[src/hw/rtl/mersenne_twister_generator_assert.svh]
// Assertion macros for the generator.
`ifndef MERSENNE_TWISTER_GENERATOR_ASSERT_SVH
`define MERSENNE_TWISTER_GENERATOR_ASSERT_SVH

// same-cycle implication
`define MTG_ASSERT_IMP(label, clk, rst, ante, cons) \
   label: assert property (@(posedge clk) disable iff (rst) (ante) |-> (cons)) \
      else $error("same-cycle implication violated");

// next-cycle implication
`define MTG_ASSERT_NXT(label, clk, rst, ante, cons) \
   label: assert property (@(posedge clk) disable iff (rst) (ante) |=> (cons)) \
      else $error("next-cycle implication violated");

`endif

[src/hw/rtl/mtg_pkg.sv]
package mtg_pkg;

   localparam int unsigned STATE_DEPTH = 624;
   localparam int unsigned SHIFT_DIST  = 397;
   localparam int unsigned DATA_W      = 32;
   localparam int unsigned IDX_W       = $clog2(STATE_DEPTH);
   localparam int unsigned DIV_CNT_W   = $clog2(DATA_W);

   typedef logic [DATA_W-1:0] word_type;
   typedef logic [IDX_W-1:0]  idx_type;
   typedef logic [1:0]        cmd_type;

   localparam word_type INIT_MULT = 32'd1812433253;
   localparam word_type TWIST_MAT = 32'h9908_B0DF;
   localparam word_type TEMPER_B  = 32'h9D2C_5680;
   localparam word_type TEMPER_C  = 32'hEFC6_0000;
   localparam word_type HIGH_BIT  = 32'h8000_0000;
   localparam word_type LOW_BITS  = 32'h7FFF_FFFF;

   localparam idx_type LAST_IDX  = idx_type'(STATE_DEPTH - 1);
   localparam idx_type DEPTH_IDX = idx_type'(STATE_DEPTH);
   localparam idx_type FAR_WRAP  = idx_type'(STATE_DEPTH - SHIFT_DIST);
   localparam idx_type SHIFT_OFS = idx_type'(SHIFT_DIST);

   localparam cmd_type CMD_RAW    = 2'd0;
   localparam cmd_type CMD_RANGED = 2'd1;
   localparam cmd_type CMD_RESEED = 2'd2;

   typedef enum logic [3:0] {
      ST_IDLE,
      ST_SEED_MUL,
      ST_SEED_ADD,
      ST_REGEN_START,
      ST_REGEN_LOAD,
      ST_REGEN_READ,
      ST_REGEN_WRITE,
      ST_DRAW_READ,
      ST_DRAW_TEMPER,
      ST_MOD,
      ST_DONE
   } state_type;

   typedef struct packed {
      logic busy;
      logic done;
   } mod_status_type;

   function automatic word_type temper(word_type w);
      word_type y;
      y = w ^ (w >> 11);
      y = y ^ ((y << 7) & TEMPER_B);
      y = y ^ ((y << 15) & TEMPER_C);
      y = y ^ (y >> 18);
      return y;
   endfunction

   function automatic word_type twist(word_type cur, word_type nxt, word_type far_word);
      word_type y;
      word_type v;
      y = (cur & HIGH_BIT) | (nxt & LOW_BITS);
      v = far_word ^ (y >> 1);
      if (y[0]) begin
         v = v ^ TWIST_MAT;
      end
      return v;
   endfunction

endpackage

[src/hw/rtl/mtg_mod_unit.sv]
module mtg_mod_unit (
   input  logic                    clock,
   input  logic                    reset,
   input  logic                    start,
   input  mtg_pkg::word_type       dividend,
   input  mtg_pkg::word_type       divisor,
   output mtg_pkg::word_type       remainder,
   output mtg_pkg::mod_status_type status
);

   localparam logic [mtg_pkg::DIV_CNT_W-1:0] LAST_STEP =
      mtg_pkg::DIV_CNT_W'(mtg_pkg::DATA_W - 1);

   logic                            busy_ff, busy_in;
   logic                            done_ff, done_in;
   logic [mtg_pkg::DIV_CNT_W-1:0]   cnt_ff, cnt_in;
   mtg_pkg::word_type               rem_ff, rem_in;
   mtg_pkg::word_type               dvd_ff, dvd_in;
   mtg_pkg::word_type               dvs_ff, dvs_in;
   logic [mtg_pkg::DATA_W:0]        shifted;
   logic [mtg_pkg::DATA_W:0]        diff;
   logic                            fits;

   assign shifted = {rem_ff, dvd_ff[mtg_pkg::DATA_W-1]};
   assign diff    = shifted - {1'b0, dvs_ff};
   assign fits    = shifted >= {1'b0, dvs_ff};

   always_comb begin
      busy_in = busy_ff;
      done_in = 1'b0;
      cnt_in  = cnt_ff;
      rem_in  = rem_ff;
      dvd_in  = dvd_ff;
      dvs_in  = dvs_ff;
      if (start) begin
         busy_in = 1'b1;
         cnt_in  = '0;
         rem_in  = '0;
         dvd_in  = dividend;
         dvs_in  = divisor;
      end else if (busy_ff) begin
         rem_in = fits ? diff[mtg_pkg::DATA_W-1:0] : shifted[mtg_pkg::DATA_W-1:0];
         dvd_in = dvd_ff << 1;
         cnt_in = cnt_ff + 1'b1;
         if (cnt_ff == LAST_STEP) begin
            busy_in = 1'b0;
            done_in = 1'b1;
         end
      end
   end

   always_ff @(posedge clock) begin
      if (reset) begin
         busy_ff <= 1'b0;
         done_ff <= 1'b0;
      end else begin
         busy_ff <= busy_in;
         done_ff <= done_in;
      end
      cnt_ff <= cnt_in;
      rem_ff <= rem_in;
      dvd_ff <= dvd_in;
      dvs_ff <= dvs_in;
   end

   assign remainder   = rem_ff;
   assign status.busy = busy_ff;
   assign status.done = done_ff;

endmodule

[config.mk]
export PLATFORM = sky130hd
export DESIGN_NAME = mtg_mod_unit
export DESIGN_NICKNAME = d
export VERILOG_FILES = /design/src/hw/rtl/mersenne_twister_generator_assert.svh /design/src/hw/rtl/mtg_pkg.sv /design/src/hw/rtl/mtg_mod_unit.sv
export SDC_FILE = /design/constraint.sdc
export NUM_CORES = 1
export LEC_CHECK = 0
export BUFFER_PORTS_ARGS = -buffer_cell sky130_fd_sc_hd__buf_2
export CORE_UTILIZATION = 43
export CTS_CLUSTER_DIAMETER = 150
export CTS_CLUSTER_SIZE = 24
export DETAILED_ROUTE_END_ITERATION = 16
export MAX_ROUTING_LAYER = met4
export PLACE_DENSITY = 0.76
export SLEW_MARGIN = 40
export SYNTH_ARGS = -nofsm -noshare
export SYNTH_HDL_FRONTEND = slang
export SYNTH_SLANG_ARGS = --single-unit
[constraint.sdc]
create_clock -name clock -period 4.2 [get_ports clock]
set_input_delay 0.21 -clock clock [delete_from_list [all_inputs] [get_ports clock]]
set_output_delay 0.21 -clock clock [all_outputs]
set_load 0.1 [all_outputs]
### After elaboration in Yosys (flattened, before gate mapping)

Index checks and enable logic that the tools add are counted.
W data, S select, Z words.

* output and inout bits: 34
* flip-flop bits (word level): 103
* logic and storage cells: 20
* input bits: 67

* bitwise operators: 1
* magnitude comparators: 1
* eq/ne operators: 1
* add/sub/neg operators: 2
* muxes and demuxes: 7
* reductions and logical operators: 2

Operator list (number)
* $mux W32: 3
* $ge A33 B32 Y1: 1
* $sub A32 B32 Y32: 1
* $add A5 B1 Y5 const B: 1
* $eq A5 B5 Y1 const B: 1
* $mux W1: 4
* $reduce_or A3 Y1: 1
* $reduce_bool A2 Y1: 1
* $not A1 Y1: 1

### Longest topological paths before layout

* depth after elaboration: 4
* gate-level depth with buffers: 14

### Worst setup path before layout

OpenSTA, ideal clock, no wires.

* kind: flip-flop to flip-flop
* from: register rem_ff[0] (netlist: remainder[0])
* to: register rem_ff[5] (netlist: remainder[5])
* setup slack: 0.585 ns
* arrival: 3.476 ns
* stages on the path, launching flop included: 13
* library setup time: 0.139 ns
* period minus slack after synthesis: 3.615 ns
* buffers on the path: 2
* cells stage by stage: dfxtp_1 -> ha_1 -> nor2b_4 -> o31a_1 -> o311a_1 -> a211o_1 -> a31o_2 -> a21oi_4 -> o21a_2 -> buf_6 -> buf_12 -> mux2i_1 -> a211oi_1

* longest elaborated chain between the ends: 2
* elaborated cells on any way between the ends: 3
* those cells by class: add/sub: 1; order compare: 1; mux: 1

Ends and longest elaborated chain
* start, declared: RTL line mtg_mod_unit.sv:17 `mtg_pkg::word_type rem_ff, rem_in;`
* start signal, assigned: RTL line mtg_mod_unit.sv:61 `rem_ff <= rem_in;`
* $sub A32 B32 Y32 / $ge A33 B32 Y1 (equally long branches): RTL line mtg_mod_unit.sv:25, mtg_mod_unit.sv:26
* $mux W32 *: RTL line mtg_mod_unit.sv:42 `rem_in = fits ? diff[mtg_pkg::DATA_W-1:0] : shifted[mtg_pkg::DATA_W-1:0];`

Mark *: on every way between the ends. The rest lies on a longest branch, timed or not.
A chain may end at the register's enable or synchronous reset.

### Worst setup path in the final report

* from: register dvd_ff[31]
* to: register rem_ff[30] (netlist: remainder[30])

* longest elaborated chain between the ends: 2
* elaborated cells on any way between the ends: 3
* those cells by class: add/sub: 1; order compare: 1; mux: 1

Ends and longest elaborated chain
* start, declared: RTL line mtg_mod_unit.sv:18 `mtg_pkg::word_type dvd_ff, dvd_in;`
* start signal, assigned: RTL line mtg_mod_unit.sv:62 `dvd_ff <= dvd_in;`
* $sub A32 B32 Y32 / $ge A33 B32 Y1 (equally long branches): RTL line mtg_mod_unit.sv:25, mtg_mod_unit.sv:26
* $mux W32 *: RTL line mtg_mod_unit.sv:42

Marks and branches as above.

==> results.toml <==
[status]
status = "finished clean"

[power]
ir_worst_vdd_mv = 0.285
leakagePower_uw = 0.00317
power_density_nw_per_um2 = 431

[die]
start_util_pct = 44.6
die-area_um2 = 14400
die_h_um = 120
die_width_um = 120
ios = 101
core_area_um2 = 13400
rows = 42

[yosys]
synth_edf_count = 64
syn_nets = 676
netlist_top_cells_count = "edfxtp_1, nor2_1, inv_1, dfxtp_1, ha_1"
netlist_area_um2 = 5970
yosys_most_used_dff = "edfxtp_1"
synth_cell_types = 58
ys_async_sr_fraction_pct = 0
synth_area_leaders = "edfxtp_1, dfxtp_1, ha_1"
synth_cells = 574
avgSynthCellArea_um2 = 10.4
synth_top_area_share_pct = 32.2
yosys.area.top_type = "edfxtp_1"
yosysWarnings = 0
synth-seq-area-share_pct = 45.3
yosys_register_bits = 103
synthMostInstantiatedCell = "edfxtp_1"

[worst_setup_path]
cp.required_ns = 4.50
r2r_end = "remainder[30]"
crit_path_max_fanout = 3
r2r-start = "dvd_ff[31]"
startpoint_type = "flop"
rr_worst_depth = 13
arrival_ns = 3.93
worstSetupEndpointType = "flop"
ff2ff_setup_slack_ns = 0.57
crit_type = "flop to flop"

[route]
routed_wl_mm = 12.8
avgViaCountPerCell = 5.41
drt-wirelength-per-cell_um = 15.3
ant_nets = 0
drc = 0
first_pass_iters = 5
vias = 4545
drtIter0Drc = 308

[global_routing]
overflow = 0
grt_max_degree = 66
grt_use_total_pct = 19.2
grt_pass1_wl_mm = 21.2
antenna_found_initial = 0
grt_pass1_vias = 4576

[place]
dp_slack_ns = 0.632
gp_congestion = 0.891
place_hpwl_mm = 9.37
io_buffers = 100

[clock_tree]
root_buffer = "clkbuf_16"
cts_setup_buffers = 0
worstSkewPairLatency_ns = 0.36
clk_pin_slew_ns = 0.07
numCtsBuffers = 9
hold_buffers = 0
cts_max_level = 3
tritoncts = "done"
clock_sinks = 103
cts_buffer_depth = 2
cts_resized = 0

[sta]
clock-skew-final_ns = 0.0135
timing.setup.tns_ns = 0
fin_ws_ns = 0.573
setup_violations = 0
worst_slew_pin_slew_ns = 0.703
rsz0062_at_grt = "false"
fin_crit_ns = 3.63
slew_headroom_pct = 53.2
slew_violations = 0
min_period_over_period_pct = 86.3
hold_viol = 0
fmax_mhz = 276

[worst_hold_path]
min-delay-start = "reset"
worstHoldPathType = "input pin to flop"
hold_depth = 2
hold_end = "busy_ff"

[finish]
diodes = 0
area_delta_synth_final_pct = 14.5
drive_above_1_share_pct = 24.4
fill_cells = 1231
register_area_um2 = 2700
multi_input_area_um2 = 2920
final_nets = 761

[job]
max_cap_viol_count = 0
routing by layer:
metal  global-route usage (%)  part of all wire (%)
met1                     21.7                    43
met2                     30.9                    47
met5                        -                     0
met4                     6.80                   2.4
met3                     7.32                   7.6
report_power, final:
group / total (uW) / leakage [uW] / switching (uW) / internal, uW
registers: 1230 / 0.000957 / 51.4 / 1170
clock network: 781 / 0.000134 / 375 / 406
logic: 940 / 0.00208 / 612 / 328
layout make-up:
cell class / count / area share, %
Clock buffer: 10 / 3.35
Clock inverter: 6 / 0.677
Inverter: 49 / 2.69
Multi-Input combinational cell: 393 / 42.7
Sequential cell: 103 / 39.5
Tap cell: 176 / 3.22
Timing Repair Buffer: 103 / 7.87
worst max-delay path, cell delays in order, from the launching register on:
cell and delay [ns]:
edfxtp_1 0.38, inv_1 0.07, ha_1 0.22, inv_1 0.07
fa_1 0.41, a21o_1 0.21, a221oi_1 0.44, o21ai_0 0.29
a21oi_1 0.37, o31a_1 0.19, a21oi_1 0.09, a221oi_1 0.33
mux2_2 0.38, a21oi_1 0.11
cells in the final DEF, fill, tap and decap left out, types with 9 or more instances in the layout:
cell type  instances
o21ai_0           16
nor2_1            53
xnor2_1           16
a21o_1            20
a211oi_1          27
nand2_1           25
buf_2             99
edfxtp_1          64
dfxtp_1           38
xor2_1            11
nor3_1            11
ha_1              34
inv_1             47
mux2_2            32
a21oi_1           30
mux2i_1           28
clkbuf_16          9
worst max path at each step:
stage / start / endpoint
global placement: dvd_ff[31] / remainder[30]
detailed placement: dvd_ff[31] / remainder[30]
finish: dvd_ff[31] / remainder[30]
CTS: dvd_ff[31] / remainder[30]
floorplan: remainder[0] / remainder[5]
global route: dvd_ff[31] / remainder[30]
metrics by stage:
step / util [%] / hold WS (ns) / cells / cell area [um^2] / total power [uW]
floorplan: - / 0.282 / 574 / 5970 / 2000
global placement: 49.0 / 0.382 / 824 / 6560 / 2160
detailed placement: 49.0 / 0.385 / 824 / 6560 / 2180
CTS: 51.0 / 0.00124 / 840 / 6840 / 2970
global route: 51.0 / 0.00764 / 840 / 6840 / 3100
finish: 51.0 / 0.0151 / 840 / 6840 / 2950
kinds of logic after synthesis:
group                    count (synthesis)  synth area share (%)
flip-flops                             103                  45.3
AND/OR/NAND/NOR                        127                  9.97
AO/OA/AOI/OAI                          144                  16.7
adder cells (fa/ha/maj)                 35                  7.46
multiplexers                            60                  10.7
buffers and inverters                   78                  5.89
XOR/XNOR                                27                  3.96
sequential cells by signal (all words and copies together), names as in the netlist:
name / flops
remainder: 32
cnt_ff: 5
busy_ff: 1
done_ff: 1
dvs_ff: 32
dvd_ff: 32
(Power assumes the default switching activity.)
